### config.mk
export PLATFORM = sky130hd
export DESIGN_NAME = tss_cell
export DESIGN_NICKNAME = d
export VERILOG_FILES = /design/src/rtl/tss_pkg.sv /design/src/rtl/tss_cell.sv
export SDC_FILE = /design/constraint.sdc
export NUM_CORES = 1
export LEC_CHECK = 0
export BUFFER_PORTS_ARGS = -buffer_cell sky130_fd_sc_hd__buf_2
export CAP_MARGIN = 40
export CELL_PAD_IN_SITES_DETAIL_PLACEMENT = 0
export CELL_PAD_IN_SITES_GLOBAL_PLACEMENT = 1
export CORE_AREA = 2 2 79 66
export CTS_CLUSTER_SIZE = 40
export DETAILED_ROUTE_END_ITERATION = 8
export DIE_AREA = 0 0 81 68
export PLACE_DENSITY_LB_ADDON = 0.1
export SYNTH_ARGS = -nofsm -noshare
export SYNTH_HDL_FRONTEND = slang
export SYNTH_SLANG_ARGS = --single-unit
### constraint.sdc
create_clock -name clk -period 3.5 [get_ports clk]
set_input_delay 1.05 -clock clk [delete_from_list [all_inputs] [get_ports clk]]
set_output_delay 1.05 -clock clk [all_outputs]
set_load 0.02 [all_outputs]
### src/rtl/tss_pkg.sv
`timescale 1ns / 1ps
package tss_pkg;

    localparam logic [1:0] OP_ADD     = 2'd0;
    localparam logic [1:0] OP_COMPUTE = 2'd1;
    localparam logic [1:0] OP_CLEAR   = 2'd2;

    localparam logic CFG_DISCARD_LOW  = 1'b0;
    localparam logic CFG_DISCARD_HIGH = 1'b1;

    typedef struct packed {
        logic [1:0]  op;
        logic [15:0] rate;
    } req_t;

    typedef struct packed {
        logic        stats_valid;
        logic [6:0]  sample_count;
        logic [15:0] mean_value;
        logic [31:0] variance_value;
        logic [15:0] std_deviation;
        logic [15:0] min_value;
        logic [15:0] max_value;
    } res_t;

    typedef struct packed {
        logic insert;
        logic rotate;
        logic clear;
    } cell_ctl_t;

    typedef enum logic [7:0] {
        S_IDLE  = 8'b0000_0001,
        S_SCAN  = 8'b0000_0010,
        S_DRAIN = 8'b0000_0100,
        S_PREP  = 8'b0000_1000,
        S_MUL   = 8'b0001_0000,
        S_DIVM  = 8'b0010_0000,
        S_DIVV  = 8'b0100_0000,
        S_ROOT  = 8'b1000_0000
    } state_t;

endpackage

### src/rtl/tss_cell.sv
`timescale 1ns / 1ps
module tss_cell (
    input  logic               clk,
    input  logic               rst_n,
    input  tss_pkg::cell_ctl_t ctl,
    input  logic [15:0]        sample,
    input  logic [15:0]        left_val,
    input  logic               left_valid,
    input  logic               left_lt,
    input  logic [15:0]        right_val,
    output logic [15:0]        val,
    output logic               valid,
    output logic               lt
);
    import tss_pkg::*;

    logic [15:0] val_reg;
    logic        valid_reg;
    logic        take;

    assign lt = valid_reg && (sample < val_reg);
    // take a value when the new sample lands here or pushes the chain right
    assign take = ctl.insert && (lt || (!valid_reg && left_valid));

    always_ff @(posedge clk or negedge rst_n)
    begin
        if (!rst_n)
        begin
            valid_reg <= 1'b0;
        end
        else if (ctl.clear)
        begin
            valid_reg <= 1'b0;
        end
        else if (take)
        begin
            valid_reg <= 1'b1;
        end
    end

    always_ff @(posedge clk)
    begin
        if (take)
        begin
            val_reg <= left_lt ? left_val : sample;
        end
        else if (ctl.rotate)
        begin
            val_reg <= right_val;
        end
    end

    assign val   = val_reg;
    assign valid = valid_reg;

endmodule

== Yosys cells after proc, flatten, opt, wreduce, memory -nomap -nowiden ==
Cells that the tools add are included.

* Bits in registers: 17
* Output and inout port bits: 18
* Word-level logic and storage cells: 15

* $lt $le $gt $ge: 1
* Multiplexer cells: 5
* Reduce and logical (&&, ||, !) cells: 7

{| class="wikitable"
|+ Operators with widths
! operator !! number
|-
| $mux 16 || 3
|-
| $lt 16x16->1 || 1
|-
| $reduce_bool 2->1 || 2
|-
| $logic_and 1x1->1 || 3
|-
| $mux 1 || 2
|-
| $logic_not 1->1 || 1
|-
| $logic_or 1x1->1 || 1
|}

== Longest topological paths before layout ==
* Depth in word-level cells: 6
* Gate-level depth with buffers: 8
* Gate-level depth less buffers: 7

== Least setup slack after synthesis ==
No wires, ideal clock.

* Kind: input port to output port
* Start: in sample[15]
* End: out lt
* Data arrival time: 2.474 ns
* Data required time: 2.450 ns
* Path slack: -0.024 ns
* Stages on the path: 5
* Path buffers: 0
* Cell sequence: ha_1 and4_1 nand4_1 or4_4 and3_1

* Longest elaborated chain between the ends: 2

{| class="wikitable"
|+ RTL lines
! what !! RTL line !! source
|-
| from (decl) || tss_cell.sv:6 || <nowiki>input logic [15:0] sample,</nowiki>
|-
| $lt 16x16->1 || tss_cell.sv:21 || <nowiki>assign lt = valid_reg && (sample < val_reg);</nowiki>
|-
| $logic_and 1x1->1 || tss_cell.sv:21 ||
|-
| to (decl) || tss_cell.sv:13 || <nowiki>output logic lt</nowiki>
|}

No other way between the ends.

== Worst setup path after layout ==
Same ends and word-level chain as after synthesis.

==> impl_metrics.csv <==
group,metric,value,unit
status,status,"finished with violations",
status,violations,"setup timing",
drt,wl,3350,um
yosys,synth-edff-count,16,
worst_setup_path,cp-start-kind,"input port",
worst_setup_path,arrival,2.55,ns
layout,nNetsFinal,268,
global_routing,track_usage,12.1,%
yosys,ys_warn_count,0,
sta,rsz0062_at_grt,"yes",
global_routing,grt_start_max_net_pins,17,
yosys,synth_seq_cells,17,
pwr,power_switching_share,29.7,%
clocking,tritoncts,"yes",
sta,maxSlewViolCount,0,
floorplan,die_h,68,um
placed_design,io_buffers,72,
sta,max_freq,0.278,GHz
clocking,cts_buffers,3,
drt,ant_nets,0,
drt,dr.first_iter.drc_count,12,
placed_design,dp_cells,253,
clocking,cts_htree_levels,1,
pwr,power.switching,0.000190,W
clocking,insertion_delay,0.25,ns
worst_setup_path,required,2.45,ns
pwr,peakVddDrop,0.199,mV
global_routing,grt_pass1_vias,1133,
layout,syn_to_final_growth,45.8,%
sta,slew_headroom,72.3,%
worst_setup_path,cp-startpoint,"sample[15]",
pwr,total_power,0.000640,W
job,cap_viol_max_count,0,
pwr,p_clk_share,23.4,%
floorplan,ios,73,
pwr,intPower,0.000450,W
global_routing,grt_overflow_total,0,
floorplan,fp.dieW,81,um
worst_setup_path,path_class,"in -> out",
worst_setup_path,r2r_setup_slack,0.73,ns
drt,via_per_inst,4.51,
yosys,async_flop_share,5.88,%
layout,final-instance-count-excl-fill,259,
placed_design,gp_congestion,0.751,
yosys,synth_cells,112,
sta,hold_violations,0,
layout,final_cell_mix,"buf_2 (69), mux2_2 (23), inv_1 (17)",
drt,drc,0,
yosys,synth_ff_type,"edfxtp_1",
worst_setup_path,reg2reg_from,"val[15]$_DFFE_PP_",
clocking,clkTransAtPathRegs,0.07,ns
pwr,seqPwrFrac,40.6,%
sta,setup_viol,1,
clocking,clock_sinks,17,
drt,wl_per_cell,12.9,um
drt,vias,1167,
floorplan,rows,23,
clocking,cts-hold-fix-buffers,0,
clocking,cts_buffer_depth,2,
global_routing,antenna_found_initial,0,
worst_setup_path,crit_end,"lt",
drt,firstDrtPassIters,4,
yosys,synth.avg_cell_area,12.3,um2
sta,layout_worst_path_cycle_share,103,%
layout,largest_reg_flops,16,
layout,final_common_cell,"buf_2",
pwr,power.leakage,0.982,nW
layout,finish.utilization,41.9,%
layout,drive_above_1_share,66.0,%
floorplan,dieArea,5510,um2
worst_setup_path,regToRegEndpoint,"val[7]$_DFFE_PP_",
sta,skew,0.00393,ns
hold_path,hold_path.class,"in -> async",
worst_setup_path,end_kind,"output port",
pwr,p_comb_share,36.0,%
placed_design,placed_area,1860,um2
yosys,yosys.cell_types.count,28,
worst_setup_path,critPathMaxFanout,3,
global_routing,grt_pass1_wl,5030,um
sta,tightest_slew,0.405,ns
placed_design,dpl.hpwl,2790,um
worst_setup_path,r2r_cells,10,
clocking,cts-root-buf,"clkbuf_8",
layout,diodes,0,
yosys,synth.net_count,182,
layout,fin_area,2000,um2
floorplan,start_util,28.8,%
yosys,yosysSeqAreaShare,36.8,%
floorplan,core_area,4780,um2
sta,worst_slack,-0.0990,ns
sta,period_minus_slack,3.60,ns
yosys,syn-cell-area,1370,um2
pwr,p_per_area,320,nW/um2
power groups by stage:
stage	registers (W)	logic, W	clock network [W]
2_1_floorplan	0.000290	0.000109	0
3_3_place_gp	0.000264	0.000215	0
3_5_place_dp	0.000265	0.000218	0
4_1_cts	0.000260	0.000233	0.000158
5_1_grt	0.000264	0.000256	0.000167
6_report	0.000260	0.000230	0.000150
kinds of logic (layout without fill, tap and decap cells):
logic type                 count (synthesis)  in the layout  synth area share [%]
muxes                                     32             32                  28.7
buffers and inverters                     20            105                  6.65
DFF                                       17             17                  36.8
and+or+nand+nor                           17             17                  7.29
adders and majority gates                 15             15                  13.7
AOI/OAI and AO/OA                         11             11                  6.92
through the flow:
step | worst slack, ns | hold WS [ns] | setup TNS (ns)
6_report | -0.0990 | 0.558 | -0.0990
5_1_grt | -0.151 | 0.541 | -0.151
4_1_cts | -0.108 | 0.551 | -0.108
3_5_place_dp | -0.313 | 0.610 | -0.979
3_3_place_gp | -0.278 | 0.599 | -0.348
2_1_floorplan | 0.0138 | 0.666 | 0
layer usage:
metal | global-route usage [%] | routed length (um)
met1 | 14.9 | 1490
met2 | 21.2 | 1550
met3 | 3.69 | 292
met4 | 2.54 | 19
met5 | 0 | 0
cells in the mapped netlist, types with 2 or more instances:
cell type	instances	area share (%)
ha_1	15	14
nand2b_1	2	0.91
mux2_4	9	9.8
a21oi_1	3	1.1
nand2_1	2	0.55
clkbuf_1	2	0.55
nand4_1	3	1.4
inv_1	17	4.6
edfxtp_1	16	35
mux2_2	23	19
nor2_1	3	0.82
layout make-up:
cell class              count  area, um2
flip-flops and latches     17        505
clock inverters             1       5.00
multi-input cells          75        837
clock buffers               3       41.3
well taps                  62       77.6
repair buffers             84        473
fillers                   499       2770
inverters                  17       63.8
how the worst min path moves through the flow:
| stage | startpoint | end | slack (ns) | cells after the start |
|---|---|---|---|---|
| 3_5_place_dp | valid$_DFFE_PN0P_ | valid$_DFFE_PN0P_ | 0.61 | 2 |
| 6_report | rst_n | valid$_DFFE_PN0P_ | 0.56 | 1 |
| 3_3_place_gp | valid$_DFFE_PN0P_ | valid$_DFFE_PN0P_ | 0.60 | 2 |
| 4_1_cts | rst_n | valid$_DFFE_PN0P_ | 0.55 | 1 |
| 2_1_floorplan | valid$_DFFE_PN0P_ | valid$_DFFE_PN0P_ | 0.67 | 2 |
| 5_1_grt | rst_n | valid$_DFFE_PN0P_ | 0.54 | 1 |
critical path, cell delays in order:
cell	delay, ns
buf_8	0.10
ha_4	0.26
and4_4	0.23
nand4_1	0.11
or4_4	0.50
and3_4	0.16
buf_6	0.12
timing repair:
item                       4_1_cts  5_1_grt
resized for setup                9        2
buffers inserted                 2        0
pin swaps                        6        1
setup endpoints to repair        1        1
Note: power is estimated with default switching activity, not from simulation.
