$ cat src/rtl/tss_pkg.sv
`timescale 1ns / 1ps
package tss_pkg;

    localparam logic [1:0] OP_ADD     = 2'd0;
    localparam logic [1:0] OP_COMPUTE = 2'd1;
    localparam logic [1:0] OP_CLEAR   = 2'd2;

    localparam logic CFG_DISCARD_LOW  = 1'b0;
    localparam logic CFG_DISCARD_HIGH = 1'b1;

    typedef struct packed {
        logic [1:0]  op;
        logic [15:0] rate;
    } req_t;

    typedef struct packed {
        logic        stats_valid;
        logic [6:0]  sample_count;
        logic [15:0] mean_value;
        logic [31:0] variance_value;
        logic [15:0] std_deviation;
        logic [15:0] min_value;
        logic [15:0] max_value;
    } res_t;

    typedef struct packed {
        logic insert;
        logic rotate;
        logic clear;
    } cell_ctl_t;

    typedef enum logic [7:0] {
        S_IDLE  = 8'b0000_0001,
        S_SCAN  = 8'b0000_0010,
        S_DRAIN = 8'b0000_0100,
        S_PREP  = 8'b0000_1000,
        S_MUL   = 8'b0001_0000,
        S_DIVM  = 8'b0010_0000,
        S_DIVV  = 8'b0100_0000,
        S_ROOT  = 8'b1000_0000
    } state_t;

endpackage

$ cat src/rtl/tss_div.sv
`timescale 1ns / 1ps
module tss_div #(
    parameter int NW = 44,
    parameter int DW = 14
) (
    input  logic          clk,
    input  logic          rst_n,
    input  logic          start,
    input  logic [NW-1:0] dividend,
    input  logic [DW-1:0] divisor,
    output logic          done,
    output logic [NW-1:0] quotient
);
    import tss_pkg::*;

    localparam int CNTW = $clog2(NW + 1);

    logic [NW-1:0]   quo_reg;
    logic [DW:0]     rem_reg;
    logic [DW-1:0]   div_reg;
    logic [CNTW-1:0] cnt_reg;
    logic            busy_reg;
    logic            done_reg;
    logic [DW:0]     rem_sh;
    logic            ge;

    assign rem_sh = {rem_reg[DW-1:0], quo_reg[NW-1]};
    assign ge     = rem_sh >= {1'b0, div_reg};

    always_ff @(posedge clk or negedge rst_n)
    begin
        if (!rst_n)
        begin
            busy_reg <= 1'b0;
            done_reg <= 1'b0;
            cnt_reg  <= '0;
        end
        else
        begin
            done_reg <= !start && busy_reg && (cnt_reg == CNTW'(NW - 1));
            if (start)
            begin
                busy_reg <= 1'b1;
                cnt_reg  <= '0;
            end
            else if (busy_reg)
            begin
                cnt_reg <= cnt_reg + CNTW'(1);
                if (cnt_reg == CNTW'(NW - 1))
                begin
                    busy_reg <= 1'b0;
                end
            end
        end
    end

    always_ff @(posedge clk)
    begin
        if (start)
        begin
            quo_reg <= dividend;
            div_reg <= divisor;
            rem_reg <= '0;
        end
        else if (busy_reg)
        begin
            rem_reg <= ge ? (rem_sh - {1'b0, div_reg}) : rem_sh;
            quo_reg <= {quo_reg[NW-2:0], ge};
        end
    end

    assign done     = done_reg;
    assign quotient = quo_reg;

endmodule

$ cat config.mk
export PLATFORM = sky130hd
export DESIGN_NAME = tss_div
export DESIGN_NICKNAME = d
export VERILOG_FILES = /design/src/rtl/tss_pkg.sv /design/src/rtl/tss_div.sv
export SDC_FILE = /design/constraint.sdc
export NUM_CORES = 1
export LEC_CHECK = 0
export ABC_AREA = 1
export BUFFER_PORTS_ARGS = -buffer_cell sky130_fd_sc_hd__buf_2
export CORE_ASPECT_RATIO = 1.5
export CORE_MARGIN = 1.5
export CORE_UTILIZATION = 45
export CTS_CLUSTER_SIZE = 30
export DETAILED_ROUTE_END_ITERATION = 10
export PLACE_DENSITY = 0.79
export SETUP_SLACK_MARGIN = 0.5
export SLEW_MARGIN = 20
export SYNTH_ARGS = -nofsm -noshare
export SYNTH_HDL_FRONTEND = slang
export SYNTH_SLANG_ARGS = --single-unit
$ cat constraint.sdc
create_clock -name clk -period 1.9 [get_ports clk]
set_clock_uncertainty 0.15 [all_clocks]
set_input_delay 0.095 -clock clk [delete_from_list [all_inputs] [get_ports clk]]
set_output_delay 0.095 -clock clk [all_outputs]
set_load 0.01 [all_outputs]
### After elaboration in Yosys (flattened, before gate mapping)

Index checks and enable logic that the tools add are counted.

| storage, ports and cells | value |
|---|---|
| register bits after elaboration | 80 |
| bits of input ports | 61 |
| output and inout bits | 45 |
| word-level logic and storage cells | 22 |

| cells by class | value |
|---|---|
| $add $sub $neg | 2 |
| $lt $le $gt $ge | 1 |
| eq/ne operators | 1 |
| multiplexer cells | 8 |
| reductions and logical operators | 4 |

Operators by type and width:

| cell | count |
|---|---|
| 44-bit 2-to-1 mux | 2 |
| 15-bit by 14-bit greater-or-equal comparator with 1-bit output | 1 |
| 14-bit 2-to-1 mux | 1 |
| 14-bit subtractor | 1 |
| 6-bit 2-to-1 mux | 2 |
| 6-bit by 1-bit adder with 6-bit output, second input constant | 1 |
| 6-bit == test, second input constant | 1 |
| 1-bit 2-to-1 mux | 3 |
| 1-bit logical AND | 2 |
| 2-bit nonzero test | 1 |
| 1-bit logical NOT | 1 |

### Depth between registers and ports, before layout

| logic depth | value |
|---|---|
| depth in word-level cells | 4 |
| mapped depth | 14 |
| mapped depth without buffers | 13 |

### Least setup slack after synthesis

OpenSTA, ideal clock, no wires.

| timing path | value |
|---|---|
| path kind | reg-to-reg |
| start point | register quo_reg[43] (netlist: quotient[43]) |
| end point | register rem_reg[6] |
| library setup time | 112 ps |
| data arrival time | 1795 ps |
| data required time | 1638 ps |
| path slack | -157 ps |
| cell stages (with the launch flop) | 12 |
| buffers on the path | 0 |
| period minus slack after synthesis | 2057 ps |
| path through | edfxtp_1 > inv_1 > ha_1 > inv_1 > fa_1 > nand3_1 > nand3_1 > a21oi_1 > xor2_1 > nand2_1 > nand2_1 > nand2_1 |

| between the ends | value |
|---|---|
| cells in the longest elaborated chain, start to end | 2 |
| elaborated cells on any way between the ends | 3 |
| those cells by class | add/sub (1); order compare (1); mux (1) |

RTL lines:

| element | line | text |
|---|---|---|
| start, declared | tss_div.sv:18 | `logic [NW-1:0] quo_reg;` |
| start signal, assigned | tss_div.sv:61 | `quo_reg <= dividend;` |
| start signal, assigned | tss_div.sv:68 | `quo_reg <= {quo_reg[NW-2:0], ge};` |
| 14-bit subtractor / 15-bit by 14-bit greater-or-equal comparator with 1-bit output (equally long branches) | tss_div.sv:67, tss_div.sv:28 |  |
| 14-bit 2-to-1 mux (*) | tss_div.sv:67 | `rem_reg <= ge ? (rem_sh - {1'b0, div_reg}) : rem_sh;` |
| end signal, assigned | tss_div.sv:67 |  |
| end, declared | tss_div.sv:19 | `logic [DW:0] rem_reg;` |

Mark *: on every way between the ends. The rest lies on a longest branch, timed or not.
A chain may end at the register's enable or synchronous reset.

### Worst setup path in the final report

| timing path | value |
|---|---|
| start point | register div_reg[6] |
| end point | register rem_reg[13] |

| between the ends | value |
|---|---|
| cells in the longest elaborated chain, start to end | 2 |
| elaborated cells on any way between the ends | 3 |
| those cells by class | add/sub (1); order compare (1); mux (1) |

RTL lines:

| element | line | text |
|---|---|---|
| start, declared | tss_div.sv:20 | `logic [DW-1:0] div_reg;` |
| start signal, assigned | tss_div.sv:62 | `div_reg <= divisor;` |
| 14-bit subtractor / 15-bit by 14-bit greater-or-equal comparator with 1-bit output (equally long branches) | tss_div.sv:67, tss_div.sv:28 |  |
| 14-bit 2-to-1 mux (*) | tss_div.sv:67 |  |

Marked as above.

==> impl_metrics.toml <==
[status]
status = "finished with violations"
violations = "negative setup slack"

[die]
fp.coreArea_um2 = 9200
ioPinCount = 106
die_y_um = 122
die_area_um2 = 9980
die_w_um = 82.1
initial_core_util = 0.459
rows = 43

[critical_path]
path_cells = "inv_2 -> ha_4 -> nand2_4 -> inv_2 -> a21oi_2 -> nand2_2 -> nand2_4 -> nand3_4 -> buf_12 -> nor2_4 -> nor2_2 -> nand2_1 -> nand2_1"
cp.arrival_ps = 2140
critPathBufInv = 3
crit_family = "simple AND/OR/NAND/NOR gates"
critical_path_class = "flip-flop to flip-flop"
cp_max_fo = 5
end_kind = "flip-flop"
slowest_delay_ps = 390
cp_slowest_cell = "edfxtp_1"
critPathLaunchType = "flip-flop"
required_ps = 1990

[synth]
post_synth_num_cell_types = 31
ys_ff_latch = 80
ys_warn_count = 0
syn_area_um2 = 4220
avgSynthCellArea_um2 = 8.33
synthCells = 507
synth_top_cell_area_share = 0.413
yosysTopAreaCell = "edfxtp_1"
synth.top_cells.by_area = "edfxtp_1, nand2_1, dfxtp_1, dfrtp_1, ha_1"
ys_seq_area_frac = 0.526
synth.net_count = 585

[timing]
layout_min_cycle_time_ps = 2050
setup_viol = 14
rsz0062_at_grt = "true"
relSlewSlack = 0.673
hold_slack_ps = 90.8
report.final.hold_viol_count = 0
timing.fmax_mhz = 488
finalWorstSetupSlack_ps = -148
worstMarginPinSlew_ps = 490
slew_viol_final = 0
period_share = 1.08

[pwr]
total_power_mw = 8.46
power_frac_seq = 0.283
leakagePower_nw = 3.27
internal_power_mw = 5.35
p_sw_mw = 3.10
ir_worst_vdd_v = 0.000712
clockPowerShare = 0.207
p_sw_frac = 0.367
pwr_density_cell_nw_per_um2 = 1270
power_frac_comb = 0.511

[place]
gp_congestion = 0.928
io_buffer_count = 105
dpl.cell_count = 753
post-dp-hpwl_mm = 7.74
place_area_um2 = 5340
dpl_worst_slack_ps = -107

[finish]
largest_register_ffs = 44
area_growth_pct = 58.1
diodes = 0
fill_cells = 623
stdcell_count = 846
layout-drive-gt1-share = 0.364
fin_area_um2 = 6670
fin_nets = 807

[clock_network]
h-tree-depth = 3
cts_sinks = 80
tritoncts = "done"
clock_path_buffers = 2
root_buffer = "clkbuf_16"
clkTransAtPathRegs_ps = 60
clk_latency_ps = 340
cts-buffers-inserted = 9

[drt]
drtIter0Drc = 208
drc = 0
vias = 4298
routed_wl_mm = 13.4
vias_per_cell = 5.08
drtPass1Iterations = 5
antenna_left = 0
wire_per_inst_um = 15.8

[run]
cap_violations = 0

[hold_path]
min_path_type = "input port to flip-flop"

[global_route]
grt_pass1_wl_mm = 20.3
grt_overflow = 0
first_global_vias = 4357
antenna_found_initial = 0
grt_use_total = 0.273
grt_max_degree = 49
[power groups by stage]
stage / Combinational (mW) / Clock, mW / Sequential (mW)
2_1_floorplan: 1.94 / 0 / 2.43
3_3_place_gp: 3.02 / 0 / 2.38
3_5_place_dp: 3.07 / 0 / 2.38
4_1_cts: 3.73 / 1.75 / 2.37
5_1_grt: 4.65 / 1.83 / 2.42
6_report: 4.32 / 1.75 / 2.39
[metrics by stage]
step | util | TNS (ps)
2_1_floorplan | - | -38.7
3_3_place_gp | 0.581 | -240
3_5_place_dp | 0.581 | -882
4_1_cts | 0.702 | -575
5_1_grt | 0.725 | -2410
6_report | 0.725 | -1030
[path summary, 6_finish.rpt]
kind,cells past startpoint,to,slack (ps),startpoint
min in group asynchronous,3,cnt_reg[3]$_DFFE_PN0P_,600,rst_n
setup reg to reg,13,rem_reg[13]$_SDFFE_PP0P_,-150,div_reg[6]$_DFFE_PP_
hold reg to reg,2,rem_reg[13]$_SDFFE_PP0P_,350,rem_reg[13]$_SDFFE_PP0P_
hold / removal,4,cnt_reg[5]$_DFFE_PN0P_,90,start
max in group asynchronous,3,busy_reg$_DFF_PN0_,710,rst_n
setup / recovery,13,rem_reg[13]$_SDFFE_PP0P_,-150,div_reg[6]$_DFFE_PP_
[synthesized netlist by cell type]
| library cell | number |
|---|---|
| o21ai_0 | 6 |
| o21ai_1 | 5 |
| buf_12 | 1 |
| and3_1 | 1 |
| a21oi_4 | 1 |
| buf_6 | 1 |
| nor2_2 | 8 |
| ha_1 | 16 |
| inv_1 | 52 |
| nand3_1 | 21 |
| nand4_1 | 6 |
| fa_1 | 1 |
| nor2_1 | 31 |
| o21a_1 | 1 |
| dfxtp_1 | 14 |
| nand2_2 | 6 |
| and2_1 | 2 |
| buf_1 | 4 |
| dfrtp_1 | 8 |
| a21oi_2 | 1 |
| edfxtp_1 | 58 |
| xor2_1 | 3 |
| o21bai_1 | 2 |
| nand3_4 | 1 |
| nand2_1 | 229 |
| a21oi_1 | 11 |
| clkbuf_1 | 7 |
| nor2_4 | 2 |
| nand4_2 | 1 |
| xnor2_1 | 4 |
| nor3_1 | 3 |
[layout by cell type (no fill, tap or decap), types with 4 or more instances in the layout]
master,count
dlygate4sd3_1,61
inv_2,11
nor2_4,11
dfrtp_1,7
buf_6,5
o21ai_1,7
o21ai_0,4
a21oi_1,7
clkbuf_16,10
edfxtp_1,58
xnor2_1,4
buf_4,46
nand4_1,6
nand3_1,15
nand2_2,22
nand3_2,5
dfxtp_1,13
nand2_1,208
nor2_1,21
nand2_4,5
inv_1,40
buf_2,105
nor2_2,9
ha_4,13
buf_12,4
[routing by layer]
metal	share of wire	up-vias	track usage
li1	-	2062	-
met5	0	-	0
met3	0.071	41	0.0727
met1	0.36	1985	0.298
met4	0.042	0	0.135
met2	0.53	210	0.476
[what timing repair did]
action	in CTS	in global routing
gates cloned	1	2
hold endpoints to repair	67	1
endpoints found under the setup margin	45	17
resized for setup	42	33
hold buffers	60	1
pin swaps	14	21
setup buffers	7	6
[worst register-to-register path, delay by kind of cell (launching register included)]
kind                     cells  cell delay (ps)
AO/OA/AOI/OAI                1              140
adder cells (fa/ha/maj)      1              220
buffers and inverters        3              310
AND/OR/NAND/NOR              8              730
flip-flops                   1              390
[kinds of logic (layout without fill, tap and decap cells)]
group           Yosys count  count (layout)  synth area share
compound gates           27              27            0.0373
simple gates            311             312             0.306
fa+ha+maj                17              17            0.0522
flops                    80              80             0.526
xor+xnor                  7               7            0.0145
buf+inv                  65             291            0.0634
[cell type report]
class | count | area, µm² | share of cell area
tap | 112 | 140 | 0.0210
sequential | 80 | 2220 | 0.333
inverter | 52 | 199 | 0.0298
clock buffer | 11 | 233 | 0.0349
multi-input combinational | 363 | 2150 | 0.322
clock inverter | 5 | 57.6 | 0.00863
timing repair buffer | 223 | 1670 | 0.250
Power figures use the tool's default switching activity.
