<file path="src/rtl/tss_pkg.sv">
`timescale 1ns / 1ps
package tss_pkg;

    localparam logic [1:0] OP_ADD     = 2'd0;
    localparam logic [1:0] OP_COMPUTE = 2'd1;
    localparam logic [1:0] OP_CLEAR   = 2'd2;

    localparam logic CFG_DISCARD_LOW  = 1'b0;
    localparam logic CFG_DISCARD_HIGH = 1'b1;

    typedef struct packed {
        logic [1:0]  op;
        logic [15:0] rate;
    } req_t;

    typedef struct packed {
        logic        stats_valid;
        logic [6:0]  sample_count;
        logic [15:0] mean_value;
        logic [31:0] variance_value;
        logic [15:0] std_deviation;
        logic [15:0] min_value;
        logic [15:0] max_value;
    } res_t;

    typedef struct packed {
        logic insert;
        logic rotate;
        logic clear;
    } cell_ctl_t;

    typedef enum logic [7:0] {
        S_IDLE  = 8'b0000_0001,
        S_SCAN  = 8'b0000_0010,
        S_DRAIN = 8'b0000_0100,
        S_PREP  = 8'b0000_1000,
        S_MUL   = 8'b0001_0000,
        S_DIVM  = 8'b0010_0000,
        S_DIVV  = 8'b0100_0000,
        S_ROOT  = 8'b1000_0000
    } state_t;

endpackage

</file>
<file path="src/rtl/tss_sqrt.sv">
`timescale 1ns / 1ps
module tss_sqrt (
    input  logic        clk,
    input  logic        rst_n,
    input  logic        start,
    input  logic [31:0] radicand,
    output logic        done,
    output logic [15:0] root
);
    import tss_pkg::*;

    logic [31:0] rad_reg;
    logic [17:0] rem_reg;
    logic [15:0] root_reg;
    logic [3:0]  cnt_reg;
    logic        busy_reg;
    logic        done_reg;
    logic [17:0] rem_sh;
    logic [17:0] trial;
    logic        ge;

    assign rem_sh = {rem_reg[15:0], rad_reg[31:30]};
    assign trial  = {root_reg, 2'b01};
    assign ge     = rem_sh >= trial;

    always_ff @(posedge clk or negedge rst_n)
    begin
        if (!rst_n)
        begin
            busy_reg <= 1'b0;
            done_reg <= 1'b0;
            cnt_reg  <= '0;
        end
        else
        begin
            done_reg <= !start && busy_reg && (cnt_reg == 4'd15);
            if (start)
            begin
                busy_reg <= 1'b1;
                cnt_reg  <= '0;
            end
            else if (busy_reg)
            begin
                cnt_reg <= cnt_reg + 4'd1;
                if (cnt_reg == 4'd15)
                begin
                    busy_reg <= 1'b0;
                end
            end
        end
    end

    // one root bit per cycle, two radicand bits shifted in
    always_ff @(posedge clk)
    begin
        if (start)
        begin
            rad_reg  <= radicand;
            rem_reg  <= '0;
            root_reg <= '0;
        end
        else if (busy_reg)
        begin
            rad_reg  <= {rad_reg[29:0], 2'b00};
            rem_reg  <= ge ? (rem_sh - trial) : rem_sh;
            root_reg <= {root_reg[14:0], ge};
        end
    end

    assign done = done_reg;
    assign root = root_reg;

endmodule

</file>
<file path="config.mk">
export PLATFORM = sky130hd
export DESIGN_NAME = tss_sqrt
export DESIGN_NICKNAME = d
export VERILOG_FILES = /design/src/rtl/tss_pkg.sv /design/src/rtl/tss_sqrt.sv
export SDC_FILE = /design/constraint.sdc
export NUM_CORES = 1
export LEC_CHECK = 0
export ABC_AREA = 1
export BUFFER_PORTS_ARGS = -buffer_cell sky130_fd_sc_hd__buf_4
export CAP_MARGIN = 25
export CORE_MARGIN = 2
export CORE_UTILIZATION = 52
export CTS_CLUSTER_DIAMETER = 80
export DETAILED_ROUTE_END_ITERATION = 12
export GPL_TIMING_DRIVEN = 0
export PLACE_DENSITY_LB_ADDON = 0.3
export SLEW_MARGIN = 5
export SYNTH_ARGS = -nofsm -noshare
export SYNTH_HDL_FRONTEND = slang
export SYNTH_SLANG_ARGS = --single-unit
</file>
<file path="constraint.sdc">
create_clock -name clk -period 2.2 [get_ports clk]
set_input_delay 0.22 -clock clk [delete_from_list [all_inputs] [get_ports clk]]
set_output_delay 0.22 -clock clk [all_outputs]
set_load 0.02 [all_outputs]
</file>
== After elaboration in Yosys (flattened, before gate mapping) ==
Index checks and enable logic that the tools add are counted.
Storage, ports and cells
  register bits after elaboration: 70
  bits in writable memories: 0
  bits in read-only memories: 0
  latch bits: 0
  word-level logic and storage cells: 22
  output and inout port bits: 17
  memories: 0
  bits of input ports: 35
Cells by class
  multipliers: 0
  bitwise logic cells: 0
  magnitude comparators: 1
  div/mod/pow operators: 0
  reduce and logical (&&, ||, !) cells: 4
  muxes and demuxes: 8
  add/sub/neg operators: 2
  equality and inequality tests: 1
  shift-type cells: 0
Operators by type and width (count)
  32-bit 2-to-1 mux: 2
  18-bit greater-or-equal comparator: 1
  16-bit 2-to-1 mux: 1
  16-bit subtractor: 1
  4-bit 2-to-1 mux: 2
  4-bit by 1-bit adder with 4-bit output (second input constant): 1
  4-bit == test (second input constant): 1
  1-bit 2-to-1 mux: 3
  1-bit logical AND: 2
  2-bit nonzero test: 1
  1-bit logical NOT: 1

== Longest topological paths before layout ==
Gate-level depths: netlist of the first run.
  depth in word-level cells: 4
  depth in mapped cells: 14
  mapped depth without buffers: 14

== Worst setup path after synthesis of the first run ==
OpenSTA, ideal clock, no wires.
  kind: register to register
  start point: reg busy_reg
  end point: reg rad_reg[0] (enable)
  required time: 1.791 ns
  slack: 0.062 ns
  library setup time: 0.409 ns
  cell stages (with the launch flop): 4
  path buffers: 1
  clock period less this slack: 2.138 ns
  arrival: 1.729 ns
  cells stage by stage: dfrtp_1 -> nor2_4 -> clkinv_1 -> buf_1
On the way
  word-level cells in the longest chain between the ends: 1
RTL lines
  start: declaration: line tss_sqrt.sv:16  | logic busy_reg;
  start signal: assignment: line tss_sqrt.sv:30  | busy_reg <= 1'b0;
  start signal: assignment: line tss_sqrt.sv:39  | busy_reg <= 1'b1;
  start signal: assignment: line tss_sqrt.sv:47  | busy_reg <= 1'b0;
  2-bit nonzero test (no source line)
  end signal: assignment: line tss_sqrt.sv:58  | rad_reg <= radicand;
  end signal: assignment: line tss_sqrt.sv:64  | rad_reg <= {rad_reg[29:0], 2'b00};
  end: declaration: line tss_sqrt.sv:12  | logic [31:0] rad_reg;
No other way between the ends.
A chain may end at the register's enable or synchronous reset.

== Final worst setup path of the first run ==
  start point: reg root_reg[0] (netlist: root[0])
  end point: reg rem_reg[2]
On the way
  word-level cells in the longest chain between the ends: 2
  elaborated cells on any way between the ends: 3
  classes of those cells: add/sub (1); order compare (1); mux (1)
RTL lines
  start: declaration: line tss_sqrt.sv:14  | logic [15:0] root_reg;
  start signal: assignment: line tss_sqrt.sv:66  | root_reg <= {root_reg[14:0], ge};
  16-bit subtractor / 18-bit greater-or-equal comparator (equally long branches): line tss_sqrt.sv:65, tss_sqrt.sv:24
  16-bit 2-to-1 mux *: line tss_sqrt.sv:65  | rem_reg <= ge ? (rem_sh - trial) : rem_sh;
  end signal: assignment: line tss_sqrt.sv:65
  end: declaration: line tss_sqrt.sv:13  | logic [17:0] rem_reg;
Mark *: on every way between the ends. The rest lies on a longest branch, timed or not.

==> results of run 1 <==
## repair_timing
item,CTS,global route
buffers inserted,0,3
hold buffers,1,0
endpoints found under the setup margin,0,16
endpoints found under the hold margin,6,0
resized for setup,0,15
## per-stage QoR
step | util (%) | cells | power (mW)
floorplan | - | 542 | 4.02
global placement | 60.7 | 691 | 4.64
detailed placement | 61.0 | 692 | 4.72
CTS | 63.7 | 709 | 5.72
global route | 65.5 | 714 | 6.62
finish | 65.5 | 714 | 6.13
## final cells by class
type	count	area share, %
timing repair buffer	56	9.48
sequential	70	36.7
tap	99	2.59
clock buffer	9	2.59
buffer	15	1.75
multi-input combinational	383	39.7
inverter	75	5.89
clock inverter	7	1.28
## worst max-delay path: cells and delay by family (launching register included)
kind	cells	cell delay (ns)
simple gates	8	0.78
buf+inv	3	0.37
flops	1	0.34
fa+ha+maj	1	0.28
compound gates	1	0.19
## cell usage after synthesis
library cell,instances
nand2_1,249
inv_1,73
nand3_1,36
dfxtp_1,32
edfxtp_1,32
ha_1,19
nor2_1,17
o22ai_1,15
a21oi_1,10
nand3b_1,10
clkbuf_1,7
dfrtp_1,6
buf_2,5
nand4_1,5
o21ai_0,4
xnor2_1,4
nand2_2,3
and2_1,2
clkinv_1,2
nor2_4,2
buf_1,1
buf_4,1
buf_6,1
nand2_4,1
nand3_2,1
nor2_2,1
nor3_1,1
o21ai_1,1
xor2_1,1
## final timing paths
path	slack [ns]	to	cells after the start	from
max	0.11	rem_reg[2]$_SDFFE_PP0P_	13	root[0]$_SDFFE_PP0P_
min	0.12	rad_reg[1]$_SDFFCE_PN0P_	3	radicand[1]
max reg2reg	0.11	rem_reg[2]$_SDFFE_PP0P_	13	root[0]$_SDFFE_PP0P_
min reg2reg	0.47	rem_reg[15]$_SDFFE_PP0P_	2	rem_reg[15]$_SDFFE_PP0P_
max in group asynchronous	1.86	cnt_reg[0]$_DFFE_PN0P_	2	rst_n
min in group asynchronous	0.22	cnt_reg[3]$_DFFE_PN0P_	2	rst_n
## cells by family after synthesis
kind of cell,count (synthesis)
adder cells (fa/ha/maj),19
buffers and inverters,90
XOR/XNOR,5
AO/OA/AOI/OAI,30
flip-flops,70
AND/OR/NAND/NOR,328
## power breakdown
part | switching [mW] | internal (mW) | total, mW
registers | 0.135 | 1.57 | 1.71
logic | 2.06 | 1.37 | 3.43
clock network | 0.562 | 0.430 | 0.993
total | 2.76 | 3.38 | 6.13
## layer usage
metal | routed length (um) | global-route usage, % | share of wire [%] | up-vias
met3 | 530 | 4.76 | 5.6 | 22
met2 | 4550 | 39.0 | 49 | 137
met1 | 4060 | 27.7 | 43 | 1637
met4 | 240 | 10.2 | 2.6 | 0
li1 | - | - | - | 1850
met5 | 0 | 0 | 0 | -
==> run summary, run 1 <==
Tmin final = 2.09 ns
Worst Hold Class = primary input to register
Clock Tree Buf Depth = 2
CP Class = register to register
wire length per cell = 13.1 um
H-Tree Depth = 3
post-route ant nets = 0
Synth Area in XOR/XNOR = 1.11%
fin. max-slew vios = 0
drt first pass iters = 5
Setup Skew = 0.0164 ns
Num CTS Buffers = 9
Final Hold Fails = 0
worst-path fanout max = 7
top post-synthesis cells by area = edfxtp_1 (24%), nand2_1 (24%), dfxtp_1 (16%)
setup TNS = 0 ns
clock slew seen by the registers of the worst setup and hold paths = 0.09 ns
Min Hold Slack = 0.120 ns
maximum vdd ir drop = 532 uV
Finished Cell Area = 4780 um^2
GRT Residual Overflow = 0
Avg Vias per Cell = 5.11
nets = 664
Worst Path Required = 2.44 ns
max-cap violations = 0
DR vias = 3646
# fillers = 658
Reg area = 1750 um^2
CP Launch Type = register
Yosys cell types = 29
layout cells sized above 1 = 15.9%
leading area contributor after synthesis = edfxtp_1
adder-cell share of the synthesized area = 6.05%
worst skew pair latency = 0.36 ns
commonest non-fill, non-tap cells in the layout = nand2_1 (248), inv_1 (73), buf_4 (55)
Synth Area in Compound Gates = 4.30%
DR iter-0 viols = 219
placed cell area = 4450 um^2
slew margin rel. = 65.4%
Post-Route WL = 9.39 mm
Post-Syn Instances = 542
post-synthesis simple-gate area fraction = 34.9%
Final WS setup = 0.113 ns
Worst-Margin Slew = 0.518 ns
footprint of the multi-input gates = 1900 um^2
Final HPWL DP = 6.86 mm
initial antenna violation count = 0
P&R area growth vs syn = 21.6%
Chip Height = 90.9 um
largest net degree at the start of global routing = 33
Ant. Diodes = 0
Leakage = 2.49 nW
post-synth top area share = 24.5%
pre-CTS WS = 0.0612 ns
CTS tree = done
Syn Area/Cell = 7.25 um^2
die area = 8270 um^2
mapped cell area = 3930 um^2
Max Freq = 479 MHz
sequential area share after synthesis = 44.6%
drt drc = 0
Post-Syn Nets = 596
Most common cell on crit path = nand2_1
Die Span X = 90.9 um
slowest cell on the critical path = dfxtp_1
Setup Viol. Count Final = 0
P per Cell Area = 1280 nW/um^2
crit end category = register
vias in the first global route = 3422
run status = completed
first-pass GRT wire length = 15.1 mm
clock sinks = 70
FF+latch count, synth = 70
Ys Warns = 0
critical path's largest stage delay = 0.34 ns
RSZ-0062 raised after global routing = false
IO Count = 52
Data arrival, critical path = 2.33 ns
largest family of logic cells by synthesized area = simple AND/OR/NAND/NOR gates
IO Port Bufs = 50
mux contribution to synthesized area = 0%
Initial Utilization = 53.9%
GRT Overall Usage = 22.9%
number of flip-flops in the largest register = 32
crit-path cells = inv_1 -> ha_1 -> clkbuf_4 -> nand3_1 -> nor2_2 -> nand2_1 -> o21ai_2 -> nor2_4 -> nand2_4 -> buf_8 -> nand2_1 -> nand3_1 -> nand2_1
root buf cell = clkbuf_8
Core ar. = 7290 um^2
Final period util = 94.9%
cell row count = 31
routability congestion estimate = 1.00
leading cell type in the layout, fill and taps excluded = nand2_1
Power figures use the tool's default switching activity.
==> run 2, diff against run 1 <==
--- a/config.mk
+++ b/config.mk
@@ -13,7 +13,8 @@
 export CTS_CLUSTER_DIAMETER = 80
 export DETAILED_ROUTE_END_ITERATION = 12
 export GPL_TIMING_DRIVEN = 0
-export PLACE_DENSITY_LB_ADDON = 0.3
+export PLACE_DENSITY = 0.84
+export REMOVE_ABC_BUFFERS = 1
 export SLEW_MARGIN = 5
 export SYNTH_ARGS = -nofsm -noshare
 export SYNTH_HDL_FRONTEND = slang
==> run 2 against run 1 <==
Global-route usage shrank 0.64 points. Count of clock-buffer cells in the layout grew 3. Hold slack gained 0.0091 ns. Sequential share of layout area grew 0.94 points. First-iteration DRC count shrank 12%. Core utilization shrank 1.6 points. Register-to-register slack gained 0.06 ns. Critical path depth shrank 1. Via count shrank 1.9%. Maximum frequency grew 2.9%. Largest cell class unchanged. Highest routed layer unchanged.
==> run summary, run 2 (same netlist as run 1, synthesis figures left out) <==
largest net degree at the start of global routing = 49 (+48%)
Max Freq = 493 MHz (+2.9%)
number of flip-flops in the largest register = 32 (unchanged)
Data arrival, critical path = 2.33 ns (about the same)
Comb pwr share = 55.7% (-0.3 points)
run status = completed
P&R area growth vs syn = 18.6%
Tmin final = 2.03 ns (-0.0588 ns)
H-Tree Depth = 3 (unchanged)
Final period util = 92.2% (-2.7 points)
pre-CTS WS = -0.325 ns (-0.387 ns)
DR iter-0 viols = 192 (-12%)
Ant. Diodes = 0 (unchanged)
Switching Fraction = 45.3% (+0.41 points)
GRT Overall Usage = 22.2% (-0.64 points)
GR Layer Usage met2 = 36.4% (-2.7 points)
slew margin rel. = 40.3% (-25 points)
Final HPWL DP = 6.05 mm (-12%)
die area = 8270 um^2 (unchanged)
Worst Path Required = 2.50 ns (+0.06 ns)
Initial Utilization = 53.9% (unchanged)
CTS tree = done
Switching Power = 2.63 mW (-4.5%)
Worst-Margin Slew = 0.895 ns (+0.376 ns)
Avg Vias per Cell = 5.13 (+0.47%)
final core utilization = 63.9% (-1.6 points)
Final WS setup = 0.172 ns (+0.0588 ns)
Post-Route WL = 8.72 mm (-7.1%)
Core ar. = 7290 um^2 (unchanged)
fin. max-slew vios = 0 (unchanged)
Clock power frac = 15.0% (-1.2 points)
worst skew pair latency = 0.35 ns (about the same)
Die Span X = 90.9 um (unchanged)
Leakage = 2.41 nW (-3.0%)
nets = 647 (-2.6%)
# fillers = 675 (+2.6%)
IO Port Bufs = 51 (+2.0%)
IO Count = 52 (unchanged)
post-route ant nets = 0 (unchanged)
vias in the first global route = 3444 (+0.64%)
wire length per cell = 12.5 um (-4.9%)
DR vias = 3576 (-1.9%)
worst-path fanout max = 17 (+10)
RSZ-0062 raised after global routing = false
P per Cell Area = 1250 nW/um^2 (-2.9%)
Sequential Power Share = 29.3% (+1.4 points)
Setup Viol. Count Final = 0 (unchanged)
Min Hold Slack = 0.129 ns (+0.00905 ns)
Worst Hold Class = primary input to register
commonest non-fill, non-tap cells in the layout = nand2_1 (247), inv_1 (73), buf_4 (53)
maximum vdd ir drop = 499 uV (-6.3%)
Setup Skew = 0.0126 ns (-0.00389 ns)
root buf cell = clkbuf_8
Num CTS Buffers = 9 (unchanged)
leading cell type in the layout, fill and taps excluded = nand2_1
internal power = 3.17 mW (-6.1%)
clock sinks = 70 (unchanged)
max-cap violations = 0 (unchanged)
Clock Tree Buf Depth = 2 (unchanged)
met3 usage = 7.01% (+2.3 points)
CP Class = register to register
drt drc = 0 (unchanged)
first-pass GRT wire length = 14.9 mm (-1.2%)
clock slew seen by the registers of the worst setup and hold paths = 0.08 ns (about the same)
layout cells sized above 1 = 14.9% (-1.1 points)
routability congestion estimate = 0.905 (-9.6%)
Chip Height = 90.9 um (unchanged)
cell row count = 31 (unchanged)
GRT Residual Overflow = 0 (unchanged)
M1 GR Usage = 27.0% (-0.73 points)
drt first pass iters = 5 (unchanged)
crit end category = register
CP Launch Type = register
Final Hold Fails = 0 (unchanged)
initial antenna violation count = 0 (unchanged)
Most Crowded Layer GR = met2
## run 2: cell types whose count changed in the layout (fill, tap and decap cells not counted), moves of 2 or more
cell and change:
clkbuf_1 -4, buf_4 -2, inv_6 -3, ha_2 +3, nand2_8 +2, ha_4 -2
buf_2 -4
## run 2: per-stage QoR
stage / cells / setup TNS (ns) / total power, mW / instance area [um^2]
2_1_floorplan: 527 / -0.111 / 3.92 / 3850
3_3_place_gp: 677 / -37.47 / 4.49 / 4360
3_5_place_dp: 677 / -2.61 / 4.58 / 4360
4_1_cts: 695 / 0 / 5.58 / 4560
5_1_grt: 697 / 0 / 6.34 / 4660
6_report: 697 / 0 / 5.81 / 4660
## run 2: metal layers
| metal | part of all wire, % | routed length [um] |
|---|---|---|
| met2 | 48 | 4150 |
| met5 | 0 | 0 |
| met4 | 3.0 | 261 |
| met1 | 43 | 3740 |
| met3 | 6.6 | 573 |
## run 2: worst paths after layout
kind | startpoint | to | slack, ns | cells past startpoint
worst max-delay path | root[8]$_SDFFE_PP0P_ | rem_reg[14]$_SDFFE_PP0P_ | 0.17 | 12
worst min-delay path | radicand[1] | rad_reg[1]$_SDFFCE_PN0P_ | 0.13 | 3
worst max register to register | root[8]$_SDFFE_PP0P_ | rem_reg[14]$_SDFFE_PP0P_ | 0.17 | 12
worst min register to register | rem_reg[14]$_SDFFE_PP0P_ | rem_reg[14]$_SDFFE_PP0P_ | 0.47 | 2
max in group asynchronous | rst_n | cnt_reg[0]$_DFFE_PN0P_ | 1.88 | 2
min in group asynchronous | rst_n | done$_DFF_PN0_ | 0.21 | 2
## run 2: layout make-up
| cell class | instances | area (um^2) | area share (%) |
|---|---|---|---|
| inverters | 75 | 288 | 6.18 |
| clock inverters | 4 | 23.8 | 0.510 |
| clock buffers | 12 | 135 | 2.90 |
| multi-input cells | 382 | 1910 | 41.0 |
| flip-flops and latches | 70 | 1750 | 37.6 |
| repair buffers | 55 | 428 | 9.18 |
| well taps | 99 | 124 | 2.66 |
## run 2: power groups by stage
stage	Combinational [mW]	Sequential, mW	Clock (mW)
detailed placement	2.86	1.72	0
global placement	2.78	1.71	0
CTS	2.99	1.69	0.900
floorplan	2.22	1.71	0
finish	3.23	1.70	0.873
global route	3.67	1.72	0.951
## run 2: worst max-delay path, cell delays in order, from the launching register on
cell and delay, ns:
dfxtp_1 0.34, inv_1 0.08, ha_2 0.38, nand2_1 0.12, nor2_1 0.18, inv_1 0.11
nor2_4 0.17, nand2_8 0.11, nand2_8 0.15, nand2_2 0.12, nand2_1 0.11, nand2_1 0.05
nand2_1 0.05
## run 2: what timing repair did
action	4_1_cts	5_1_grt
hold buffers	1	0
pin swaps	1	1
hold endpoints to repair	6	0
gates resized for setup	3	17
setup buffers	1	2
endpoints found under the setup margin	17	64
